File: config.mk
export PLATFORM = sky130hd
export DESIGN_NAME = gregorian_date_add_sub_compare
export DESIGN_NICKNAME = d
export VERILOG_FILES = /design/src/hw/rtl/gdate_pkg.sv /design/src/hw/rtl/gdate_dp.sv /design/src/hw/rtl/gdate_ctrl.sv /design/src/hw/rtl/gregorian_date_add_sub_compare.sv
export SDC_FILE = /design/constraint.sdc
export NUM_CORES = 1
export LEC_CHECK = 0
export ABC_AREA = 1
export BUFFER_PORTS_ARGS = -buffer_cell sky130_fd_sc_hd__buf_2
export CAP_MARGIN = 20
export CORE_MARGIN = 2
export CORE_UTILIZATION = 55
export CTS_CLUSTER_SIZE = 8
export DETAILED_ROUTE_END_ITERATION = 16
export HOLD_SLACK_MARGIN = 0.08
export PLACE_DENSITY = 0.85
export SLEW_MARGIN = 20
export SYNTH_ARGS = -nofsm -noshare
export SYNTH_HDL_FRONTEND = slang
export SYNTH_SLANG_ARGS = --single-unit
File: constraint.sdc
create_clock -name clk -period 10.6 [get_ports clk]
set_input_delay 2.12 -clock clk [delete_from_list [all_inputs] [get_ports clk]]
set_output_delay 2.12 -clock clk [all_outputs]
set_load 0.005 [all_outputs]
File: src/hw/rtl/gdate_pkg.sv
// Shared types, codes and calendar helpers for the Gregorian date block.
package gdate_pkg;

	typedef enum logic [1:0] {
		OP_LOAD = 2'd0,
		OP_ADD  = 2'd1,
		OP_SUB  = 2'd2,
		OP_CMP  = 2'd3
	} op_t;

	localparam int unsigned DAY_W   = 5;
	localparam int unsigned MONTH_W = 4;
	localparam int unsigned YEAR_W  = 16;
	localparam int unsigned COUNT_W = 16;
	// Working accumulator: a stored day plus the largest day count.
	localparam int unsigned ACC_W   = 17;

	localparam logic [DAY_W-1:0] MONTH_LEN [12] = '{
		5'd31, 5'd28, 5'd31, 5'd30, 5'd31, 5'd30,
		5'd31, 5'd31, 5'd30, 5'd31, 5'd30, 5'd31
	};

	localparam logic [DAY_W-1:0]   LEAP_FEB_LEN = 5'd29;
	localparam logic [DAY_W-1:0]   LONG_LEN     = 5'd31;
	localparam logic [MONTH_W-1:0] MONTH_JAN    = 4'd1;
	localparam logic [MONTH_W-1:0] MONTH_FEB    = 4'd2;
	localparam logic [MONTH_W-1:0] MONTH_DEC    = 4'd12;

	// Commands from the controller to the datapath.
	typedef struct packed {
		logic start;
		logic add_step;
		logic add_done;
		logic sub_step;
		logic sub_last;
		logic sub_fill;
		logic out_load;
	} cmd_t;

	// Status from the datapath to the controller.
	typedef struct packed {
		logic add_more;
		logic sub_zero;
		logic sub_borrow;
	} stat_t;

	// Leap year test. Divisibility by 25 is found by folding the year with
	// 256 = 6 and 32 = 7 (mod 25) until the residue is below 128.
	function automatic logic is_leap(input logic [YEAR_W-1:0] y);
		logic [10:0] s1;
		logic [8:0]  s2;
		logic [6:0]  s3;
		logic        div25;
		s1 = 11'(y[15:8]) * 11'd6 + 11'(y[7:0]);
		s2 = 9'(s1[10:5]) * 9'd7 + 9'(s1[4:0]);
		s3 = 7'(s2[8:5]) * 7'd7 + 7'(s2[4:0]);
		div25 = (s3 == 7'd0) || (s3 == 7'd25) || (s3 == 7'd50) ||
			(s3 == 7'd75) || (s3 == 7'd100);
		return (y[1:0] == 2'b00) && (!div25 || (y[3:0] == 4'b0000));
	endfunction

	// Length of a month; months outside one to twelve count as 31 days.
	function automatic logic [DAY_W-1:0] days_in(input logic [MONTH_W-1:0] m,
			input logic [YEAR_W-1:0] y);
		logic [MONTH_W-1:0] idx;
		idx = m - MONTH_JAN;
		if (m < MONTH_JAN || m > MONTH_DEC) begin
			return LONG_LEN;
		end else if (m == MONTH_FEB && is_leap(y)) begin
			return LEAP_FEB_LEN;
		end else begin
			return MONTH_LEN[idx];
		end
	endfunction

endpackage

File: src/hw/rtl/gdate_dp.sv
// Date registers, month stepping, day accumulator, compare and result register.
module gdate_dp (
	input  logic                                clk,
	input  logic                                arst_n,
	input  gdate_pkg::cmd_t                     cmd,
	output gdate_pkg::stat_t                    stat,
	input  gdate_pkg::op_t                      op,
	input  logic [gdate_pkg::DAY_W-1:0]         in_day,
	input  logic [gdate_pkg::MONTH_W-1:0]       in_month,
	input  logic [gdate_pkg::YEAR_W-1:0]        in_year,
	input  logic [gdate_pkg::COUNT_W-1:0]       day_count,
	output logic [gdate_pkg::DAY_W-1:0]         cur_day,
	output logic [gdate_pkg::MONTH_W-1:0]       cur_month,
	output logic [gdate_pkg::YEAR_W-1:0]        cur_year,
	output logic                                is_before,
	output logic                                is_after,
	output logic                                is_equal
);

	logic [gdate_pkg::DAY_W-1:0]   day_q;
	logic [gdate_pkg::MONTH_W-1:0] month_q;
	logic [gdate_pkg::YEAR_W-1:0]  year_q;
	logic [gdate_pkg::ACC_W-1:0]   acc_q;
	logic                          before_q;
	logic                          after_q;
	logic                          equal_q;

	logic [gdate_pkg::DAY_W-1:0]   len;
	logic [gdate_pkg::MONTH_W-1:0] month_inc;
	logic [gdate_pkg::YEAR_W-1:0]  year_inc;
	logic [gdate_pkg::MONTH_W-1:0] month_dec;
	logic [gdate_pkg::YEAR_W-1:0]  year_dec;
	logic                          cmp_before;
	logic                          cmp_equal;
	logic                          is_cmp;

	assign len = gdate_pkg::days_in(month_q, year_q);

	always_comb begin
		if (month_q >= gdate_pkg::MONTH_DEC) begin
			month_inc = gdate_pkg::MONTH_JAN;
			year_inc  = year_q + 16'd1;
		end else begin
			month_inc = month_q + 4'd1;
			year_inc  = year_q;
		end
		if (month_q == gdate_pkg::MONTH_JAN) begin
			month_dec = gdate_pkg::MONTH_DEC;
			year_dec  = year_q - 16'd1;
		end else begin
			month_dec = month_q - 4'd1;
			year_dec  = year_q;
		end
	end

	// Ordered by year, then month, then day.
	assign cmp_equal  = (year_q == in_year) && (month_q == in_month) && (day_q == in_day);
	assign cmp_before = (year_q < in_year) ||
		((year_q == in_year) && ((month_q < in_month) ||
		((month_q == in_month) && (day_q < in_day))));
	assign is_cmp     = op == gdate_pkg::OP_CMP;

	assign stat.add_more   = acc_q > gdate_pkg::ACC_W'(len);
	assign stat.sub_zero   = acc_q == '0;
	assign stat.sub_borrow = acc_q >= gdate_pkg::ACC_W'(day_q);

	always_ff @(posedge clk or negedge arst_n) begin
		if (!arst_n) begin
			day_q   <= 5'd1;
			month_q <= gdate_pkg::MONTH_JAN;
			year_q  <= '0;
		end else begin
			if (cmd.start && op == gdate_pkg::OP_LOAD) begin
				day_q   <= in_day;
				month_q <= in_month;
				year_q  <= in_year;
			end
			if (cmd.add_step) begin
				month_q <= month_inc;
				year_q  <= year_inc;
			end
			if (cmd.add_done) begin
				day_q <= acc_q[gdate_pkg::DAY_W-1:0];
			end
			if (cmd.sub_step) begin
				month_q <= month_dec;
				year_q  <= year_dec;
			end
			if (cmd.sub_last) begin
				day_q <= day_q - acc_q[gdate_pkg::DAY_W-1:0];
			end
			if (cmd.sub_fill) begin
				day_q <= len;
			end
		end
	end

	always_ff @(posedge clk) begin
		if (cmd.start) begin
			// The flags are only meaningful for a compare and read as zero otherwise.
			before_q <= is_cmp && cmp_before;
			after_q  <= is_cmp && !cmp_before && !cmp_equal;
			equal_q  <= is_cmp && cmp_equal;
			case (op)
				gdate_pkg::OP_ADD: acc_q <= gdate_pkg::ACC_W'(day_q) +
					gdate_pkg::ACC_W'(day_count);
				gdate_pkg::OP_SUB: acc_q <= gdate_pkg::ACC_W'(day_count);
				default: acc_q <= acc_q;
			endcase
		end
		if (cmd.add_step) begin
			acc_q <= acc_q - gdate_pkg::ACC_W'(len);
		end
		if (cmd.sub_step) begin
			acc_q <= acc_q - gdate_pkg::ACC_W'(day_q);
		end
		if (cmd.sub_last) begin
			acc_q <= '0;
		end
		if (cmd.out_load) begin
			cur_day   <= day_q;
			cur_month <= month_q;
			cur_year  <= year_q;
			is_before <= before_q;
			is_after  <= after_q;
			is_equal  <= equal_q;
		end
	end

`ifndef SYNTHESIS
	a_add_step_needed: assert property (@(posedge clk) disable iff (!arst_n)
		cmd.add_step |-> acc_q > gdate_pkg::ACC_W'(len))
		else $error("add stepped a month with the day inside the month");
	a_sub_step_needed: assert property (@(posedge clk) disable iff (!arst_n)
		cmd.sub_step |-> (acc_q != '0) && (acc_q >= gdate_pkg::ACC_W'(day_q)))
		else $error("subtract borrowed a month without need");
	a_add_month_valid: assert property (@(posedge clk) disable iff (!arst_n)
		cmd.add_step |=> (month_q != '0) && (month_q <= gdate_pkg::MONTH_DEC))
		else $error("month out of range after an add step");
`endif

endmodule

File: src/hw/rtl/gdate_ctrl.sv
// Sequencer for load, add, subtract and compare, plus the result valid flag.
module gdate_ctrl (
	input  logic             clk,
	input  logic             arst_n,
	input  logic             in_valid,
	input  gdate_pkg::op_t   op,
	output logic             in_stall,
	output logic             out_valid,
	input  logic             out_stall,
	input  gdate_pkg::stat_t stat,
	output gdate_pkg::cmd_t  cmd
);

	typedef enum logic [2:0] {
		S_IDLE,
		S_ADD,
		S_SUB,
		S_FILL,
		S_PUT
	} state_t;

	state_t state_q;
	state_t state_d;
	logic   out_valid_q;

	assign in_stall  = state_q != S_IDLE;
	assign out_valid = out_valid_q;

	always_comb begin
		cmd     = '0;
		state_d = state_q;
		unique case (state_q)
			S_IDLE: begin
				if (in_valid) begin
					cmd.start = 1'b1;
					unique case (op)
						gdate_pkg::OP_ADD: state_d = S_ADD;
						gdate_pkg::OP_SUB: state_d = S_SUB;
						default:           state_d = S_PUT;
					endcase
				end
			end
			S_ADD: begin
				if (stat.add_more) begin
					cmd.add_step = 1'b1;
				end else begin
					cmd.add_done = 1'b1;
					state_d      = S_PUT;
				end
			end
			S_SUB: begin
				if (stat.sub_zero) begin
					state_d = S_PUT;
				end else if (stat.sub_borrow) begin
					cmd.sub_step = 1'b1;
					state_d      = S_FILL;
				end else begin
					cmd.sub_last = 1'b1;
					state_d      = S_PUT;
				end
			end
			S_FILL: begin
				cmd.sub_fill = 1'b1;
				state_d      = S_SUB;
			end
			S_PUT: begin
				if (!out_valid_q || !out_stall) begin
					cmd.out_load = 1'b1;
					state_d      = S_IDLE;
				end
			end
			default: state_d = S_IDLE;
		endcase
	end

	always_ff @(posedge clk or negedge arst_n) begin
		if (!arst_n) begin
			state_q     <= S_IDLE;
			out_valid_q <= 1'b0;
		end else begin
			state_q <= state_d;
			if (cmd.out_load) begin
				out_valid_q <= 1'b1;
			end else if (!out_stall) begin
				out_valid_q <= 1'b0;
			end
		end
	end

`ifndef SYNTHESIS
	a_valid_from_put: assert property (@(posedge clk) disable iff (!arst_n)
		$rose(out_valid_q) |-> $past(state_q == S_PUT))
		else $error("result valid raised outside the result hand-off");
	a_no_overwrite: assert property (@(posedge clk) disable iff (!arst_n)
		cmd.out_load |-> !(out_valid_q && out_stall))
		else $error("result register overwritten while a transaction waits");
	a_valid_held: assert property (@(posedge clk) disable iff (!arst_n)
		(out_valid_q && out_stall) |=> out_valid_q)
		else $error("result valid dropped while the transaction was stalled");
`endif

endmodule

File: src/hw/rtl/gregorian_date_add_sub_compare.sv
// Gregorian date register with add, subtract and compare.
//
//   Channel  Direction  Handshake            Payload
//   in       to block   in_valid / in_stall  op, in_day, in_month, in_year, day_count
//   out      from block out_valid / out_stall cur_day, cur_month, cur_year,
//                                            is_before, is_after, is_equal
//
// One transaction is worked on at a time. Load and compare pass from acceptance
// through the result step into the result register. Add steps once for each
// month boundary crossed, and subtract steps back and then refills the day for
// each month stepped back: the month stepping loop advances one month per pass
// through the shared day accumulator and days-in-month logic.
// After reset the stored date is day 1, month 1, year 0 and no result is valid.
// The result register lets a new transaction be accepted while the previous
// result is still stalled; the new one then waits in its final step.
//
// The controller sequences each operation and the datapath holds the date, the
// day accumulator (day sum for add, remaining count for subtract), the compare
// flags and the result register. Leap years follow the Gregorian rule and the
// year wraps modulo 65536 in both directions.
module gregorian_date_add_sub_compare (
	input  logic                                clk,
	input  logic                                arst_n,
	input  logic                                in_valid,
	output logic                                in_stall,
	input  logic [1:0]                          op,
	input  logic [gdate_pkg::DAY_W-1:0]         in_day,
	input  logic [gdate_pkg::MONTH_W-1:0]       in_month,
	input  logic [gdate_pkg::YEAR_W-1:0]        in_year,
	input  logic [gdate_pkg::COUNT_W-1:0]       day_count,
	output logic                                out_valid,
	input  logic                                out_stall,
	output logic [gdate_pkg::DAY_W-1:0]         cur_day,
	output logic [gdate_pkg::MONTH_W-1:0]       cur_month,
	output logic [gdate_pkg::YEAR_W-1:0]        cur_year,
	output logic                                is_before,
	output logic                                is_after,
	output logic                                is_equal
);

	gdate_pkg::cmd_t  cmd;
	gdate_pkg::stat_t stat;
	gdate_pkg::op_t   op_code;

	// The operation code is used by both halves; all four codes are meaningful.
	assign op_code = gdate_pkg::op_t'(op);

	gdate_ctrl u_ctrl (
		.clk       (clk),
		.arst_n    (arst_n),
		.in_valid  (in_valid),
		.op        (op_code),
		.in_stall  (in_stall),
		.out_valid (out_valid),
		.out_stall (out_stall),
		.stat      (stat),
		.cmd       (cmd)
	);

	gdate_dp u_dp (
		.clk       (clk),
		.arst_n    (arst_n),
		.cmd       (cmd),
		.stat      (stat),
		.op        (op_code),
		.in_day    (in_day),
		.in_month  (in_month),
		.in_year   (in_year),
		.day_count (day_count),
		.cur_day   (cur_day),
		.cur_month (cur_month),
		.cur_year  (cur_year),
		.is_before (is_before),
		.is_after  (is_after),
		.is_equal  (is_equal)
	);

endmodule

Yosys cells after proc, flatten, opt, wreduce, memory -nomap -nowiden
Memory sizes are Yosys's and may differ from the RTL's.
Index checks and enable logic that the tools add are counted.

storage, ports and cells
  bits in registers = 77
  memories = 1
  output and inout bits = 30
  ROM bits = 80
  logic and storage cells = 144
  input port bits = 47

cells by class
  multiply operators = 3
  bitwise logic cells = 1
  reduce and logical (&&, ||, !) cells = 39
  eq/ne operators = 22
  order comparisons = 9
  mux-type cells = 43
  $add $sub $neg = 11

memory list
  name              words  bits a word  rd ports  clocked after Yosys merged registers in  write ports  line             text
  (name not given)  16     5            1         0                                        0            gdate_pkg.sv:72  return MONTH_LEN[idx];

operator list
  operator                                                               count
  16-bit 2-to-1 mux                                                      5
  17-bit 2-to-1 mux                                                      3
  5-bit 2-to-1 mux                                                       8
  17-bit case mux with 2 select lines                                    1
  17-bit by 5-bit subtractor with 17-bit output                          2
  4-bit 2-to-1 mux                                                       5
  5-bit by 16-bit adder with 17-bit output                               1
  17-bit by 5-bit greater-or-equal comparator with 1-bit output          1
  17-bit by 5-bit greater-than comparator with 1-bit output              1
  17-bit logical NOT                                                     1
  16-bit by 1-bit adder with 16-bit output (second input constant)       1
  16-bit == test                                                         1
  16-bit < comparator                                                    1
  16-bit by 1-bit subtractor with 16-bit output (second input constant)  1
  3-bit 2-to-1 mux                                                       5
  3-bit case mux with 5 select lines                                     1
  7-bit == test (second input constant)                                  2
  11-bit by 8-bit adder with 11-bit output                               1
  1-bit logical AND                                                      11
  1-bit 2-to-1 mux                                                       11
  8-bit by 2-bit multiplier with 10-bit output (second input constant)   1
  9-bit by 5-bit adder with 9-bit output                                 1
  1-bit logical OR                                                       9
  6-bit by 3-bit multiplier with 9-bit output (second input constant)    1
  other kinds (37)                                                       53

Logic depth before layout (Yosys ltp)
  depth after elaboration = 23
  gate-level depth with buffers = 57
  gate-level depth less buffers = 56

Hierarchy
Synthesis repeated with hierarchy kept, for this count alone.

second synthesis, totals
  cell total of the unflattened synthesis = 1133
  area, all modules = 8236.6 sq um

modules (own cells, without submodules)
  module      area each (sq um)  instances  cells each
  gdate_dp    7880.1             1          1080
  gdate_ctrl  356.6              1          53

Worst setup path before layout
Ideal clock, no wire load.

  path kind = register -> register
  start point = register u_dp.year_q[8] in the netlist's numbering
  end point = register u_dp.year_q[7] in the netlist's numbering
  setup time = 116 ps
  cell stages (with the launch flop) = 53
  path buffers = 1
  path slack = 1926 ps
  data required time = 10484 ps
  arrival time = 8557 ps
  clock period less this slack = 8674 ps
  cell sequence = dfrtp_1 -> ha_1 -> fa_1 -> nand3_1 -> nand3_1 -> xor2_1 -> inv_1 -> ha_1 -> nand2_1 -> o21ai_0 -> and2_1 -> o21ai_0 -> xor2_1 -> inv_1 -> ha_1 -> inv_1 -> fa_1 -> inv_1 -> [... 17 more ...] -> nand2_1 -> nand2_1 -> nand3_1 -> nand2_1 -> a21oi_1 -> ha_1 -> inv_1 -> o21bai_1 -> nand2_1 -> nand4_1 -> nand3_4 -> nand2_4 -> nor2_8 -> inv_2 -> nand3b_4 -> buf_6 -> nand2_1 -> nand2_1

between the ends
  cells in the longest elaborated chain, start to end = 22
  elaborated cells between the ends (all ways) = 29

RTL lines
  element                                                                                          line              text
  start: declaration                                                                               gdate_dp.sv:22    logic [gdate_pkg::YEAR_W-1:0] year_q;
  start signal: assignment                                                                         gdate_dp.sv:76    year_q <= in_year;
  start signal: assignment                                                                         gdate_dp.sv:80    year_q <= year_inc;
  start signal: assignment                                                                         gdate_dp.sv:87    year_q <= year_dec;
  8-bit by 2-bit multiplier with 10-bit output (*)                                                 gdate_pkg.sv:54   s1 = 11'(y[15:8]) * 11'd6 + 11'(y[7:0]);
  11-bit by 8-bit adder with 11-bit output (*)                                                     gdate_pkg.sv:54
  6-bit by 3-bit multiplier with 9-bit output                                                      gdate_pkg.sv:55   s2 = 9'(s1[10:5]) * 9'd7 + 9'(s1[4:0]);
  9-bit by 5-bit adder with 9-bit output (*)                                                       gdate_pkg.sv:55
  4-bit by 3-bit multiplier with 7-bit output                                                      gdate_pkg.sv:56   s3 = 7'(s2[8:5]) * 7'd7 + 7'(s2[4:0]);
  7-bit by 5-bit adder with 7-bit output (*)                                                       gdate_pkg.sv:56
  7-bit by 5-bit == test with 1-bit output / 7-bit logical NOT (equally long branches)             gdate_pkg.sv:57   div25 = (s3 == 7'd0) || (s3 == 7'd25) || (s3 == 7'd50) ||
  1-bit logical OR (3 in series)                                                                   gdate_pkg.sv:57
  [... 4 more ...]                                                                                 --
  1-bit logical AND (*)                                                                            gdate_pkg.sv:69   end else if (m == MONTH_FEB && is_leap(y)) begin
  5-bit 2-to-1 mux (*)                                                                             gdate_pkg.sv:69
  5-bit 2-to-1 mux (*)                                                                             gdate_pkg.sv:67   if (m < MONTH_JAN || m > MONTH_DEC) begin
  17-bit by 5-bit greater-than comparator with 1-bit output (*)                                    gdate_dp.sv:63    assign stat.add_more = acc_q > gdate_pkg::ACC_W'(len);
  1-bit 2-to-1 mux (*)                                                                             gdate_ctrl.sv:44  if (stat.add_more) begin
  2-bit 2-to-1 mux (*)                                                                             gdate_ctrl.sv:32  unique case (state_q)
  3-bit by 2-bit inequality test with 1-bit output (no source line), or another cell as far along  --
  3-bit AND reduction (no source line) / 16-bit 2-to-1 mux (equally long branches)                 --

Every way passes the cells marked *; elsewhere a longest branch is shown, timed or not.
A chain may end at the register's enable or synchronous reset.

Worst setup path after layout
  start point = register u_dp.year_q[9] in the netlist's numbering
  end point = register u_dp.acc_q[2] in the netlist's numbering

between the ends
  cells in the longest elaborated chain, start to end = 22
  elaborated cells between the ends (all ways) = 30

RTL lines
  element                                                                               line              text
  8-bit by 2-bit multiplier with 10-bit output (*)                                      gdate_pkg.sv:54
  11-bit by 8-bit adder with 11-bit output (*)                                          gdate_pkg.sv:54
  6-bit by 3-bit multiplier with 9-bit output                                           gdate_pkg.sv:55
  9-bit by 5-bit adder with 9-bit output (*)                                            gdate_pkg.sv:55
  4-bit by 3-bit multiplier with 7-bit output                                           gdate_pkg.sv:56
  7-bit by 5-bit adder with 7-bit output (*)                                            gdate_pkg.sv:56
  7-bit by 5-bit == test with 1-bit output / 7-bit logical NOT (equally long branches)  gdate_pkg.sv:57
  1-bit logical OR (3 in series)                                                        gdate_pkg.sv:57
  [... 4 more ...]                                                                      --
  1-bit logical AND (*)                                                                 gdate_pkg.sv:69
  5-bit 2-to-1 mux (*)                                                                  gdate_pkg.sv:69
  5-bit 2-to-1 mux (*)                                                                  gdate_pkg.sv:67
  17-bit by 5-bit greater-than comparator with 1-bit output                             gdate_dp.sv:63
  1-bit 2-to-1 mux                                                                      gdate_ctrl.sv:44
  2-bit 2-to-1 mux                                                                      gdate_ctrl.sv:32
  4-bit nonzero test (no source line), or another cell as far along                     --
  2-bit AND reduction (no source line) / 17-bit 2-to-1 mux (equally long branches)      --
  end signal: assignment                                                                gdate_dp.sv:108   default: acc_q <= acc_q;
  end signal: assignment                                                                gdate_dp.sv:112   acc_q <= acc_q - gdate_pkg::ACC_W'(len);
  end signal: assignment                                                                gdate_dp.sv:115   acc_q <= acc_q - gdate_pkg::ACC_W'(day_q);
  end: declaration                                                                      gdate_dp.sv:23    logic [gdate_pkg::ACC_W-1:0] acc_q;

Marked as above.

==> impl_metrics.csv <==
group,metric,value,unit
outcome,status,"finished, final reports clean",
logic_synthesis,synth_nets,1353,
timing,rsz0062_at_grt,"true",
grt,grt_pass1_wl,36350,microns
drt,wire_per_inst,15.19,microns
worst_setup_path,reg2regPathDepth,52,
logic_synthesis,synth_area,0.008421,sq mm
placed_design,io_buffers,76,
logic_synthesis,syn_avg_cell_area,7.112,sq um
grt,busiest_layer,"met2",
grt,groute.usage.overall,0.2744,
timing,tns,0,ns
logic_synthesis,seq_area_frac_synth,0.2374,
die,io_pins,77,
drt,drt_first_pass_iters,7,
clock_network,cts_tree,"done",
drt,drc,0,
worst_setup_path,max_stage_delay,0.55,ns
clock_network,cts_buffer_depth,2,
logic_synthesis,synth-main-ff-cell,"edfxtp_1",
layout,utilization,0.6170,
layout,final_cell_mix,"294 x nand2_1, 190 x inv_1, 102 x ha_1",
grt,grt_overflow,0,
drt,drt_iter0_drc,783,
worst_hold_path,worstHoldStart,"u_dp.before_q$_DFFE_PP_",
die,die_w,127.7,microns
drt,finalWirelength,22070,microns
worst_setup_path,worstSetupEndpointType,"register",
die,coreArea,0.01509,sq mm
timing,hold_violations,0,
timing,worstMarginPinSlew,0.7646,ns
logic_synthesis,synth_edf_count,31,
worst_hold_path,hold_end,"u_dp.is_before$_DFFE_PP_",
logic_synthesis,synth_top_cell_area_share,0.1516,
timing,fin_ws,0.7995,ns
worst_hold_path,whs_path_depth,0,
timing,drv_slew,0,
grt,grt_max_degree,30,
clock_network,clk_latency,0.35,ns
worst_setup_path,crit_path_max_fanout,28,
worst_setup_path,start_kind,"register",
placed_design,post-place-ws,0.3176,ns
worst_setup_path,critPathRequiredTime,10.85,ns
timing,finalCritPeriodShare,0.9246,
run,maxCapViolations,0,
clock_network,ctsRootBufferMaster,"clkbuf_16",
logic_synthesis,yosysTopAreaCell,"ha_1",
clock_network,hold_buffers,0,
placed_design,routabilityCongestion,0.9838,
layout,layout_commonest_cell,"nand2_1",
worst_setup_path,crit_top_cell,"inv_1",
worst_setup_path,r2r_end,"u_dp.acc_q[2]$_SDFFE_PP0P_",
drt,via_per_inst,5.621,
die,initial_core_util,0.5580,
grt,grt_util_met3,0.03255,
die,rows,45,
die,die_h,127.7,microns
logic_synthesis,synth_cells,1184,
timing,fmax,0.1020,GHz
logic_synthesis,synthTopCellsByArea,"ha_1 15%, nand2_1 13%, edfxtp_1 11%, inv_1 8.5%, dfrtp_1 8.0%",
logic_synthesis,synth-seq-cells,77,
placed_design,hpwl,16860,microns
worst_setup_path,r2r_setup_slack,0.80,ns
clock_network,htree_num_levels,3,
drt,route.vias.total,8167,
clock_network,clock-sinks,77,
grt,grt_pass1_vias,7869,
grt,grt_util_met2,0.4807,
layout,fin_nets,1429,
worst_setup_path,cpMaxStageDelayCell,"fa_1",
timing,skew,0.007309,ns
logic_synthesis,synthArstFlopShare,0.3766,
layout,stdcell_count,1453,
worst_setup_path,path_class,"reg2reg",
worst_setup_path,startpoint,"u_dp.year_q[9]$_DFFE_PN0P_",
timing,setup_viol,0,
clock_network,numCtsBuffers,9,
die,die_area,0.01632,sq mm
timing,min_period,9.800,ns
layout,syn_to_final_growth,10.56,%
logic_synthesis,yosysUniqueCellTypes,55,
grt,antenna_found_initial,0,
clock_network,cts.clk_slew.worst_paths,0.07,ns
grt,grt_use_met1,0.3418,
layout,drive_above_1_share,0.1138,
placed_design,placed_cells,1430,
timing,slew_headroom,0.4902,
drt,ant_nets,0,
logic_synthesis,ys_warn_count,0,
worst_hold_path,hold_path.class,"reg2reg",
layout,num_antenna_cells,0,
worst_setup_path,arrival,10.05,ns
worst_setup_path,r2r-start,"u_dp.year_q[9]$_DFFE_PN0P_",
-- state kept, by name, summed over array words and instances, names as in the netlist --
register / cells
u_dp.year_q: 16
u_dp.day_q: 5
u_dp.is_after: 1
u_dp.after_q: 1
u_dp.is_before: 1
u_dp.month_q: 4
u_dp.acc_q: 17
u_ctrl.out_valid: 1
u_dp.equal_q: 1
u_dp.before_q: 1
u_dp.is_equal: 1
u_dp.cur_month: 4
u_dp.cur_day: 5
u_ctrl.state_q: 3
u_dp.cur_year: 16
-- layer usage --
| metal | wire [microns] | part of all wire |
|---|---|---|
| met1 | 9250 | 0.42 |
| met2 | 10710 | 0.49 |
| met3 | 1390 | 0.063 |
| met4 | 723 | 0.033 |
| met5 | 0 | 0 |
-- cell usage after synthesis, types with 2 or more instances --
cell / count
nand3_1: 90
or2_2: 3
buf_4: 2
nand4_1: 19
buf_6: 4
buf_2: 8
nor3_1: 11
nand3_2: 2
nand2_2: 4
fa_1: 20
inv_2: 6
nor2_2: 6
nand2_1: 295
dfstp_2: 2
o21ai_1: 6
edfxtp_1: 31
dfrtp_1: 27
o21ai_0: 70
dfxtp_1: 17
xnor2_1: 9
o21bai_1: 5
nand2_4: 5
o22ai_1: 3
o2111ai_1: 2
ha_1: 102
nor4_1: 3
a21oi_1: 48
and2_1: 2
xor2_1: 48
inv_1: 191
clkbuf_1: 5
nor2_1: 88
nor2_4: 2
a31oi_1: 3
o211ai_1: 20
nand3b_1: 5
a211oi_1: 2
-- layout make-up --
cell class,count,area (sq um)
tap,188,235.2
fill,1319,5779
clock buffer,9,225.2
multi-input combinational,891,5598
inverter,198,749.5
clock inverter,7,56.30
timing repair buffer,83,445.4
sequential,77,2001
-- cell families (layout without fill, tap and decap cells) --
| logic type | after synthesis | count (layout) | synth area share |
|---|---|---|---|
| simple gates | 545 | 546 | 0.2903 |
| buf+inv | 217 | 297 | 0.1027 |
| compound gates | 166 | 166 | 0.1111 |
| fa+ha+maj | 122 | 122 | 0.1991 |
| flops | 77 | 77 | 0.2374 |
| xor+xnor | 57 | 57 | 0.05929 |
-- how the worst max path moves through the flow --
stage / to / slack (ns) / cells after the start
finish: u_dp.acc_q[2]$_SDFFE_PP0P_ / 0.80 / 52
global route: u_dp.acc_q[2]$_SDFFE_PP0P_ / -0.03 / 53
CTS: u_dp.acc_q[2]$_SDFFE_PP0P_ / 0.27 / 52
detailed placement: u_dp.acc_q[2]$_SDFFE_PP0P_ / 0.32 / 52
global placement: u_dp.acc_q[2]$_SDFFE_PP0P_ / 0.71 / 52
floorplan: u_dp.year_q[7]$_DFFE_PN0P_ / 1.93 / 52
-- worst max-delay path: cells and delay by family, from the launching register on --
kind	cells	cell delay, ns
DFF	1	0.50
and+or+nand+nor	22	2.56
adders and majority gates	10	3.85
buffers and inverters	11	1.12
AOI/OAI and AO/OA	6	1.02
xor gates and xnor gates	3	0.65
-- metrics by stage --
| step | area [sq um] | hold slack [ns] |
|---|---|---|
| floorplan | 8421 | 0.4003 |
| global placement | 8927 | 0.4011 |
| detailed placement | 8927 | 0.4045 |
| CTS | 9209 | 0.4203 |
| global route | 9310 | 0.4341 |
| finish | 9310 | 0.4212 |
-- what timing repair did --
action	4_1_cts	5_1_grt
setup buffers	0	6
resized for setup	0	7
setup endpoints to repair	0	38
Power is left out: the tool's default activity adds up to more than one toggle a clock period on the data nets, which glitch-free logic cannot reach.
